## config.mk

```make
export PLATFORM = sky130hd
export DESIGN_NAME = text_cell_to_bitplane_renderer
export DESIGN_NICKNAME = d
export VERILOG_FILES = /design/src/rtl/tcbr_pkg.sv /design/src/rtl/text_cell_to_bitplane_renderer.sv /design/src/rtl/tcbr_glyph_sel.sv
export SDC_FILE = /design/constraint.sdc
export NUM_CORES = 2
export LEC_CHECK = 0
export BUFFER_PORTS_ARGS = -buffer_cell sky130_fd_sc_hd__clkbuf_2
export CORE_UTILIZATION = 55
export DETAILED_ROUTE_END_ITERATION = 8
export PLACE_DENSITY = 0.71
export SETUP_SLACK_MARGIN = 0.05
export SLEW_MARGIN = 10
export SYNTH_ARGS = -nofsm -noshare
export SYNTH_HDL_FRONTEND = slang
export SYNTH_HIERARCHICAL = 1
export SYNTH_SLANG_ARGS = --single-unit
```

## constraint.sdc

```tcl
create_clock -name clk -period 14.35 [get_ports clk]
set_input_delay 2.1525 -clock clk [delete_from_list [all_inputs] [get_ports clk]]
set_output_delay 2.1525 -clock clk [all_outputs]
set_load 0.02 [all_outputs]
```

## src/rtl/tcbr_pkg.sv

```systemverilog
// Shared types, codes and glyph tables for the text cell renderer.
package tcbr_pkg;

	localparam int CELL_LINES = 8;
	localparam int PLANES     = 4;
	localparam int BEATS      = CELL_LINES * PLANES;
	localparam int BEAT_W     = $clog2(BEATS);
	localparam int ROW_W      = $clog2(CELL_LINES);
	localparam int PLANE_W    = $clog2(PLANES);
	localparam int FONT_AW    = 9;
	localparam int FONT_DEPTH = 1 << FONT_AW;
	localparam int FIDX_W     = FONT_AW - ROW_W;
	localparam int OFF_W      = 15;

	localparam logic [BEAT_W-1:0] LAST_BEAT = BEAT_W'(BEATS - 1);

	// item kinds carried on tuser
	localparam logic FUNC_DRAW = 1'b0;
	localparam logic FUNC_FONT = 1'b1;

	// configuration register indexes
	localparam logic CFG_SCREEN = 1'b0;
	localparam logic CFG_FONT   = 1'b1;

	// hollow box shown when no glyph exists; row j sits in bits [8j+7:8j]
	localparam logic [63:0] MARKER_ROWS = 64'hFF81_8181_8181_81FF;

	typedef struct packed {
		logic              rev;
		logic              use_font;
		logic [FIDX_W-1:0] fidx;
		logic [63:0]       rows;
	} glyph_t;

	typedef struct packed {
		logic        hit;
		logic [63:0] rows;
	} box_t;

	typedef struct packed {
		logic              ok;
		logic [FIDX_W-1:0] fidx;
	} ascii_t;

	function automatic box_t box_lookup(input logic [6:0] base);
		box_t b;
		b.hit = 1'b1;
		case (base)
			7'd32:   b.rows = 64'h0000_0000_0000_0000;
			7'd64:   b.rows = 64'h0000_00FF_FF00_0000;
			7'd93:   b.rows = 64'h1818_1818_1818_1818;
			7'd112:  b.rows = 64'h1818_181F_1F00_0000;
			7'd110:  b.rows = 64'h1818_18F8_F800_0000;
			7'd109:  b.rows = 64'h0000_001F_1F18_1818;
			7'd125:  b.rows = 64'h0000_00F8_F818_1818;
			7'd107:  b.rows = 64'h1818_181F_1F18_1818;
			7'd115:  b.rows = 64'h1818_18F8_F818_1818;
			7'd114:  b.rows = 64'h1818_18FF_FF00_0000;
			7'd113:  b.rows = 64'h0000_00FF_FF18_1818;
			7'd91:   b.rows = 64'h1818_18FF_FF18_1818;
			7'd98:   b.rows = 64'hFFFF_FFFF_0000_0000;
			7'd100:  b.rows = 64'hFF00_0000_0000_0000;
			7'd30:   b.rows = 64'h0018_1818_187E_3C18;
			7'd31:   b.rows = 64'h0000_1030_7E30_1000;
			7'd81:   b.rows = 64'h003C_7EFF_FF7E_3C00;
			default: begin
				b.hit  = 1'b0;
				b.rows = 64'h0;
			end
		endcase
		return b;
	endfunction

	// font entry index is the ASCII value minus 32
	function automatic ascii_t ascii_lookup(input logic [6:0] base);
		ascii_t a;
		a.ok = 1'b1;
		case (base) inside
			7'd0:            a.fidx = FIDX_W'(32);
			[7'd1:7'd26]:    a.fidx = FIDX_W'(base) + FIDX_W'(32);
			7'd27:           a.fidx = FIDX_W'(59);
			7'd29:           a.fidx = FIDX_W'(61);
			[7'd32:7'd63]:   a.fidx = FIDX_W'(base - 7'd32);
			default: begin
				a.ok   = 1'b0;
				a.fidx = '0;
			end
		endcase
		return a;
	endfunction

endpackage

```

## src/rtl/text_cell_to_bitplane_renderer.sv

```systemverilog
// Text cell renderer: emits 32 planar framebuffer byte writes per drawn cell.
//
//  channel   | dir | transfer
//  ----------+-----+-----------------------------------------------------
//  s_axis    | in  | draw item or font store byte (tuser selects)
//  m_axis    | out | one framebuffer byte write, tlast on the 32nd of a cell
//  cfg       | in  | register write: index 0 screen_enabled, 1 font_present
//
// A drawn cell is walked by the row/plane beat counter, one byte write per cycle
// while m_axis does not stall; the next cell is taken on the last beat so cells
// run back to back. Font rows come from a 512x8 store with a registered read.
// Font loads and clipped draws are taken when the sequencer is idle or on its
// last beat. Reset clears control state only; the font store holds garbage until
// loaded. A stall on m_axis freezes the whole pipeline while the sequencer is busy.
module text_cell_to_bitplane_renderer
	import tcbr_pkg::*;
#(
	parameter int COLS       = 40,
	parameter int ROWS       = 25,
	parameter int LINE_BYTES = 160
) (
	input  logic        clk,
	input  logic        arst_n,
	input  logic        s_axis_tvalid,
	output logic        s_axis_tready,
	// [7:0] cell_col, [15:8] cell_row, [23:16] char_code, [27:24] colour_index,
	// [36:28] font_addr, [44:37] font_bits, [47:45] zero
	input  logic [47:0] s_axis_tdata,
	// [0] func
	input  logic        s_axis_tuser,
	output logic        m_axis_tvalid,
	input  logic        m_axis_tready,
	// [14:0] byte_offset, [22:15] pixel_byte, [23] zero
	output logic [23:0] m_axis_tdata,
	output logic        m_axis_tlast,
	input  logic        cfg_valid,
	output logic        cfg_ready,
	input  logic        cfg_index,
	input  logic        cfg_data
);

	localparam logic [OFF_W-1:0] LINE_STEP = OFF_W'(LINE_BYTES % (1 << OFF_W));
	localparam logic [OFF_W-1:0] CELL_STEP =
		OFF_W'((CELL_LINES * LINE_BYTES) % (1 << OFF_W));

	logic [7:0]         in_col, in_row;
	logic [7:0]         in_code;
	logic [3:0]         in_colour;
	logic [FONT_AW-1:0] in_faddr;
	logic [7:0]         in_fbits;

	assign in_col    = s_axis_tdata[7:0];
	assign in_row    = s_axis_tdata[15:8];
	assign in_code   = s_axis_tdata[23:16];
	assign in_colour = s_axis_tdata[27:24];
	assign in_faddr  = s_axis_tdata[36:28];
	assign in_fbits  = s_axis_tdata[44:37];

	// configuration
	logic screen_en_q, font_present_q;

	assign cfg_ready = 1'b1;

	always_ff @(posedge clk or negedge arst_n) begin
		if (!arst_n) begin
			screen_en_q    <= 1'b0;
			font_present_q <= 1'b0;
		end else if (cfg_valid) begin
			if (cfg_index == CFG_SCREEN) screen_en_q <= cfg_data;
			if (cfg_index == CFG_FONT)   font_present_q <= cfg_data;
		end
	end

	// glyph selection at accept
	glyph_t glyph;

	tcbr_glyph_sel u_glyph_sel (
		.char_code    (in_code),
		.font_present (font_present_q),
		.glyph        (glyph)
	);

	// handshake and sequencer control
	logic adv, acc, start, font_wr;
	logic busy_q;
	logic [BEAT_W-1:0] beat_q;
	logic m_valid_q;

	assign adv           = !m_valid_q || m_axis_tready;
	assign s_axis_tready = !busy_q || (beat_q == LAST_BEAT && adv);
	assign acc           = s_axis_tvalid && s_axis_tready;
	assign font_wr       = acc && s_axis_tuser == FUNC_FONT;
	assign start         = acc && s_axis_tuser == FUNC_DRAW && screen_en_q
	                       && in_col < 8'(COLS) && in_row < 8'(ROWS);

	// stage 1: per-cell state, beat counter walks rows with planes inside
	logic [3:0]        colour_q;
	logic              rev_q, use_font_q;
	logic [FIDX_W-1:0] fidx_q;
	logic [63:0]       rows_q;
	logic [OFF_W-1:0]  line_q;
	logic [OFF_W-1:0]  cell_base;

	assign cell_base = OFF_W'({7'd0, in_row} * CELL_STEP)
	                   + {5'd0, in_col[7:1], 3'b000}
	                   + {{(OFF_W-1){1'b0}}, in_col[0]};

	always_ff @(posedge clk or negedge arst_n) begin
		if (!arst_n) begin
			busy_q <= 1'b0;
			beat_q <= '0;
		end else if (start) begin
			busy_q <= 1'b1;
			beat_q <= '0;
		end else if (busy_q && adv) begin
			beat_q <= beat_q + 1'b1;
			if (beat_q == LAST_BEAT) busy_q <= 1'b0;
		end
	end

	always_ff @(posedge clk) begin
		if (start) begin
			colour_q   <= in_colour;
			rev_q      <= glyph.rev;
			use_font_q <= glyph.use_font;
			fidx_q     <= glyph.fidx;
			rows_q     <= glyph.rows;
			line_q     <= cell_base;
		end else if (busy_q && adv && beat_q[PLANE_W-1:0] == PLANE_W'(PLANES - 1)) begin
			line_q <= line_q + LINE_STEP;
		end
	end

	// font store: write on load transfer, read one row per beat
	logic [7:0] font_mem [FONT_DEPTH];
	logic [7:0] font_rd_s2;

	always_ff @(posedge clk) begin
		if (font_wr) font_mem[in_faddr] <= in_fbits;
	end

	always_ff @(posedge clk) begin
		if (adv) font_rd_s2 <= font_mem[{fidx_q, beat_q[BEAT_W-1:PLANE_W]}];
	end

	// stage 2
	logic             valid_s2, last_s2, on_s2, rev_s2, font_s2;
	logic [OFF_W-1:0] off_s2;
	logic [7:0]       row_s2;

	always_ff @(posedge clk or negedge arst_n) begin
		if (!arst_n) begin
			valid_s2 <= 1'b0;
		end else if (adv) begin
			valid_s2 <= busy_q;
		end
	end

	always_ff @(posedge clk) begin
		if (adv) begin
			off_s2  <= line_q + {{(OFF_W-PLANE_W-1){1'b0}}, beat_q[PLANE_W-1:0], 1'b0};
			row_s2  <= rows_q[beat_q[BEAT_W-1:PLANE_W]*8 +: 8];
			on_s2   <= colour_q[beat_q[PLANE_W-1:0]];
			rev_s2  <= rev_q;
			font_s2 <= use_font_q;
			last_s2 <= beat_q == LAST_BEAT;
		end
	end

	// output register
	logic [7:0] pix;
	logic [7:0] pix_src;
	logic [OFF_W-1:0] out_off_q;
	logic [7:0] out_pix_q;
	logic       out_last_q;

	assign pix_src = font_s2 ? font_rd_s2 : row_s2;
	assign pix     = on_s2 ? (pix_src ^ {8{rev_s2}}) : 8'd0;

	always_ff @(posedge clk or negedge arst_n) begin
		if (!arst_n) begin
			m_valid_q <= 1'b0;
		end else if (adv) begin
			m_valid_q <= valid_s2;
		end
	end

	always_ff @(posedge clk) begin
		if (adv) begin
			out_off_q  <= off_s2;
			out_pix_q  <= pix;
			out_last_q <= last_s2;
		end
	end

	assign m_axis_tvalid = m_valid_q;
	assign m_axis_tdata  = {1'b0, out_pix_q, out_off_q};
	assign m_axis_tlast  = out_last_q;

	// checks
	a_accept_busy: assert property (@(posedge clk) disable iff (!arst_n)
		(acc && busy_q) |-> (beat_q == LAST_BEAT && adv))
		else $error("item taken mid-cell");

	a_beat_step: assert property (@(posedge clk) disable iff (!arst_n)
		(busy_q && adv && beat_q != LAST_BEAT && !start) |=> (beat_q == $past(beat_q) + 1'b1))
		else $error("beat counter skipped");

	a_start_zero: assert property (@(posedge clk) disable iff (!arst_n)
		start |=> (busy_q && beat_q == '0))
		else $error("cell did not start at beat zero");

	a_stall_hold: assert property (@(posedge clk) disable iff (!arst_n)
		(busy_q && !adv && !start) |=> (busy_q && $stable(beat_q)))
		else $error("sequencer moved during output stall");

endmodule

```

## src/rtl/tcbr_glyph_sel.sv

```systemverilog
// Picks the glyph source for a screen code: box table, font store or marker.
module tcbr_glyph_sel
	import tcbr_pkg::*;
(
	input  logic [7:0] char_code,
	input  logic       font_present,
	output glyph_t     glyph
);

	box_t   box;
	ascii_t asc;

	always_comb begin
		box            = box_lookup(char_code[6:0]);
		asc            = ascii_lookup(char_code[6:0]);
		glyph.rev      = char_code[7];
		glyph.use_font = 1'b0;
		glyph.fidx     = asc.fidx;
		if (box.hit) begin
			glyph.rows = box.rows;
		end else if (asc.ok && font_present) begin
			glyph.use_font = 1'b1;
			glyph.rows     = MARKER_ROWS;
		end else begin
			glyph.rows = MARKER_ROWS;
		end
	end

endmodule

```

=== Yosys cells after proc, flatten, opt, wreduce, memory -nomap -nowiden ===
Memories as Yosys holds them, arrays and structs flattened. A register that Yosys moved wholly into a read port is not among the register bits.
Index checks and enable logic that the tools add are counted.

* Add/sub/neg operators: 7
* Multiply operators: 1
* Div/mod/pow operators: 0
* Mux-type cells: 24
* Bitwise gates (word level): 3
* Magnitude comparators: 7
* Shift operators: 1
* Reductions and logical operators: 24
* Eq/ne operators: 21

{| class="wikitable"
|+ Operators by type and width
! kind !! number
|-
| 64-bit case mux with 16 select lines || 1
|-
| 7-bit == test (second input constant) || 14
|-
| 64-bit by 7-bit indexed part select with 8-bit output || 1
|-
| 15-bit two-way mux || 2
|-
| 7-bit by 5-bit == test with 1-bit output (second input constant) || 4
|-
| 6-bit two-way mux || 4
|-
| 17-bit OR reduction || 1
|-
| 15-bit by 1-bit adder with 15-bit output || 1
|-
| 15-bit by 10-bit adder with 15-bit output || 1
|-
| 15-bit by 3-bit adder with 15-bit output || 1
|-
| 15-bit by 8-bit adder with 15-bit output (second input constant) || 1
|-
| 1-bit two-way mux || 13
|-
| 1-bit logical AND || 12
|-
| 5-bit two-way mux || 2
|-
| 8-bit by 5-bit less-than comparator with 1-bit output (second input constant) || 1
|-
| 8-bit by 6-bit less-than comparator with 1-bit output (second input constant) || 1
|-
| 8-bit by 3-bit multiplier with 7-bit output (second input constant) || 1
|-
| 8-bit two-way mux || 1
|-
| 8-bit bitwise XOR || 1
|-
| 7-bit by 6-bit == test with 1-bit output (second input constant) || 1
|-
| 7-bit by 1-bit >= comparator with 1-bit output (second input constant) || 1
|-
| 7-bit by 6-bit >= comparator with 1-bit output (second input constant) || 1
|-
| 7-bit by 5-bit <= comparator with 1-bit output (second input constant) || 1
|-
| 7-bit by 6-bit <= comparator with 1-bit output (second input constant) || 1
|-
| 13 further kinds || 20
|}

* Input bits: 56
* Logic and storage cells: 110
* Memories kept: 1
* Latch bits: 0
* Memory bits (read-only): 0
* Bits in registers: 152
* Output and inout bits: 28
* Bits in writable memories: 4096

{| class="wikitable"
|+ Memories
! memory !! depth !! bits a word !! read ports !! clocked after Yosys merged registers in !! write ports !! RTL line !! source
|-
| font_mem || 512 || 8 || 1 || 1 || 1 || text_cell_to_bitplane_renderer.sv:135 || <nowiki>logic [7:0] font_mem [FONT_DEPTH];</nowiki>
|}

=== Depth between registers and ports, before layout ===
* Depth in word-level cells: 11
* Depth in mapped cells: 15

=== Cells and area by module ===
Netlist, hierarchy kept.

{| class="wikitable"
|+ Modules (own cells, without submodules)
! module !! seq. area each (um^2) !! area each (um^2) !! times used !! cells an instance
|-
| text_cell_to_bitplane_renderer || 127692.5 || 166434.6 || 1 || 8422
|-
| tcbr_glyph_sel || 0.0 || 1208.7 || 1 || 193
|}

=== Least setup slack after synthesis ===
OpenSTA, ideal clock, no wires.

* Path type: in2reg
* Start: in m_axis_tready
* End: reg line_q[12], data pin
* Setup slack: 7.780 ns
* Buffers on the path: 2
* Arrival: 6.190 ns
* Stages: 8
* Library setup time: 0.379 ns
* Cell sequence: nand2b_1 > buf_2 > nand2_1 > nand2_1 > nand3_1 > inv_1 > buf_1 > a21oi_1

* Longest elaborated chain between the ends: 9

{| class="wikitable"
|+ Ends and longest elaborated chain
! what !! RTL line !! source
|-
| from (decl) || text_cell_to_bitplane_renderer.sv:32 || <nowiki>input logic m_axis_tready,</nowiki>
|-
| 1-bit logical OR || text_cell_to_bitplane_renderer.sv:89 || <nowiki>assign adv = !m_valid_q || m_axis_tready;</nowiki>
|-
| 1-bit logical AND || text_cell_to_bitplane_renderer.sv:90 || <nowiki>assign s_axis_tready = !busy_q || (beat_q == LAST_BEAT && adv);</nowiki>
|-
| 1-bit logical OR || text_cell_to_bitplane_renderer.sv:90 ||
|-
| named net s_axis_tready || text_cell_to_bitplane_renderer.sv:25 || <nowiki>output logic s_axis_tready,</nowiki>
|-
| 1-bit logical AND || text_cell_to_bitplane_renderer.sv:91 || <nowiki>assign acc = s_axis_tvalid && s_axis_tready;</nowiki>
|-
| 1-bit logical AND (2 in series) || text_cell_to_bitplane_renderer.sv:93 || <nowiki>assign start = acc && s_axis_tuser == FUNC_DRAW && screen_en_q</nowiki>
|-
| 1-bit logical AND (2 in series) || text_cell_to_bitplane_renderer.sv:94 || <nowiki>&& in_col < 8'(COLS) && in_row < 8'(ROWS);</nowiki>
|-
| named net start || text_cell_to_bitplane_renderer.sv:84 || <nowiki>logic adv, acc, start, font_wr;</nowiki>
|-
| 15-bit two-way mux || text_cell_to_bitplane_renderer.sv:122 || <nowiki>if (start) begin</nowiki>
|-
| to (signal assigned) || text_cell_to_bitplane_renderer.sv:128 || <nowiki>line_q <= cell_base;</nowiki>
|-
| to (signal assigned) || text_cell_to_bitplane_renderer.sv:130 || <nowiki>line_q <= line_q + LINE_STEP;</nowiki>
|-
| to (decl) || text_cell_to_bitplane_renderer.sv:101 || <nowiki>logic [OFF_W-1:0] line_q;</nowiki>
|}

The timed path passes the listed nets, and every way through them passes these cells.
A chain may end at the register's enable or synchronous reset.

==> metrics.txt <==
#FFs+latches synth=4254; fin crit share=43.2%; grt ovf=0; Mapped Cells=8615; ratio of cells with drive above 1 in the final layout=17.1%; maximum capacitance violations=0; area of the mapped netlist=168000 sq um; worst-margin pin slew=1230 ps; Total Routing Usage GR=26.3%; Initial Utilization=55.3%; maximum vdd drop=0.000142 V; status=complete, no violations; antenna violations before repair=21; DRC errors left=0; warning count from the yosys run=6; Tmin final=6190 ps; CP required=15170 ps; NetSw=7.02 mW; Post-CTS Resized=0; # fillers=20520; FP Rows=202; Clk pin slew, worst setup/hold paths=60 ps; worst setup margin=8160 ps; Hold Buf Count CTS=0; die span in x=554 um; DR iter-0 viols=11058; worst r2r src=beat_q[2]; Vert. Die Dim=554 um; clock skew=57.4 ps; RD Place Congestion=0.895; final setup vio count=0; CTS tree=built; final hold violation count=0; HPWL after DPL=237000 um; Setup WS pre-CTS=7850 ps; Hold Slack=414 ps; P per Cell Area=156 nW/um^2; post-route ant nets=0; register area share after synthesis=76.2%; Num CTS Buffers=407; most common cell after layout, fill and taps aside=edfxtp_1; post-synth cell types=81; CP arrival=7010 ps; CTS root buf=clkbuf_16; fmax=161 MHz; Post-synth EDFFs=4244; pin count of the biggest net entering global routing=199; CTS Buffer Depth=4; fin. max-slew vios=0; total iterations of the first detailed-routing run=6; Die Footprint=307000 sq um; Ports=84; CP Capture Type=flop; Clock Power Share=37.3%; Comb power frac=14.8%; IO Port Bufs=78; Setup crit start=beat_q[2]; clk sinks=4254; vias=85495; Pleak=54.8 nW; clk_lat worst skew=950 ps; fin nets=8721; worst hold start=use_font_q; internal power=21.8 mW; routed len/inst=31.3 um; Core ar.=303000 sq um; final instance area=184000 sq um; type of the worst min-delay path=flop to flop; headroom to the max-slew limit=18.0%; Switching Fraction=24.4%; RSZ-0062 raised after global routing=false; Final Routed Wirelength=406000 um; average size of a mapped cell=19.5 sq um; Crit Path Category=flop to flop; Placed Area=171000 sq um; commonest non-fill, non-tap cells in the layout=4244 x edfxtp_1, 783 x mux2i_1, 676 x mux4_2, 658 x nor2_1, 409 x clkbuf_16; Setup crit start kind=flop; Area growth syn-to-layout=9.86%; Post-synth top flop=edfxtp_1; Critical Path Fanout Max=128; first-pass GRT wire length=588000 um; setup repair bufs after CTS=0; sequential power share=47.9%; vias per inst=6.59; Post-synth ARST share=0.235%; number of global-route vias before repair=84828; Final Power=28.8 mW; TNS Setup=0 ps; H-tree Lvls=5
## registers in the layout (all words and copies together) (netlist names), 4 cells and up
name / count
colour_q: 4
fidx_q: 6
out_pix_q: 8
font_mem: 4096
font_rd_s2: 8
beat_q: 5
out_off_q: 15
rows_q: 64
line_q: 13
off_s2: 15
row_s2: 8
## Yosys cell counts, drive strengths merged (21+ instances only)
| cell | instances | area (sq um) |
|---|---|---|
| nand3 | 86 | 430 |
| mux2i | 783 | 7840 |
| nor3 | 88 | 440 |
| a21oi | 198 | 1000 |
| o22ai | 182 | 1140 |
| nor2 | 660 | 2480 |
| a22oi | 53 | 398 |
| buf | 352 | 2870 |
| nand4 | 44 | 275 |
| edfxtp | 4244 | 127000 |
| o221ai | 372 | 3270 |
| o21ai | 154 | 774 |
| mux4 | 676 | 15200 |
| clkbuf | 232 | 871 |
| nand2 | 207 | 782 |
| inv | 21 | 78.8 |
## path summary, 6_finish.rpt
kind | end | slack [ps] | cells after the start
worst max-delay path | font_rd_s2[3] | 8160 | 10
worst min-delay path | font_s2 | 410 | 0
worst max register to register | font_rd_s2[3] | 8160 | 10
worst min register to register | font_s2 | 410 | 0
max in group asynchronous | beat_q[2] | 13030 | 1
min in group asynchronous | screen_en_q | 1070 | 1
## layout make-up
type	instances	area, sq um	area share [%]
timing repair buffer	210	1700	0.923
clock buffer	480	10500	5.70
tap	3978	4980	2.70
inverter	21	88.8	0.0482
multi-input combinational	3757	36300	19.7
antenna	6	15.0	0.00815
clock inverter	265	2870	1.56
sequential	4254	128000	69.3
## worst max-delay path, cell delays in order, from the launching register on
cell and delay (ps):
dfrtp_4 960, buf_4 690, buf_12 660, buf_12 740, mux2i_1 210, o221ai_1 360, a21oi_1 220, nor4_1 800
nand4_1 510, nor2_1 440, o211a_1 200
## metrics by stage
step                      cells  utilization (%)
after global placement    12220             56.4
after CTS                 12965             60.8
after detailed placement  12220             56.4
after floorplan            8616                -
final                     12971             60.8
after global routing      12967             60.8
## kinds of logic (layout without fill, tap and decap cells)
family / Yosys count / count (layout) / synth area share, %
muxes: 1475 / 1475 / 13.9
xor gates and xnor gates: 31 / 31 / 0.162
and+or+nand+nor: 1184 / 1184 / 3.03
buffers and inverters: 605 / 976 / 2.28
adders and majority gates: 14 / 14 / 0.113
other: 3 / 10 / 0.00672
AOI/OAI and AO/OA: 1049 / 1049 / 4.38
DFF: 4254 / 4254 / 76.2
## power by group through the flow
stage	clock, mW	combinational (mW)	sequential [mW]
detailed placement	0	4.28	14.1
global route	11.3	4.52	13.8
global placement	0	4.22	14.1
CTS	10.8	4.29	13.8
floorplan	0	3.60	14.0
finish	10.7	4.26	13.8
## routing by layer
metal | vias up | GRT usage (%) | part of all wire, %
met2 | 4749 | 41.1 | 47
met5 | - | 0 | 0.021
met4 | 14 | 9.10 | 3.6
met3 | 734 | 5.32 | 11
li1 | 35529 | - | -
met1 | 44469 | 37.2 | 38
No activity file was read; power rests on OpenSTA's default activity.
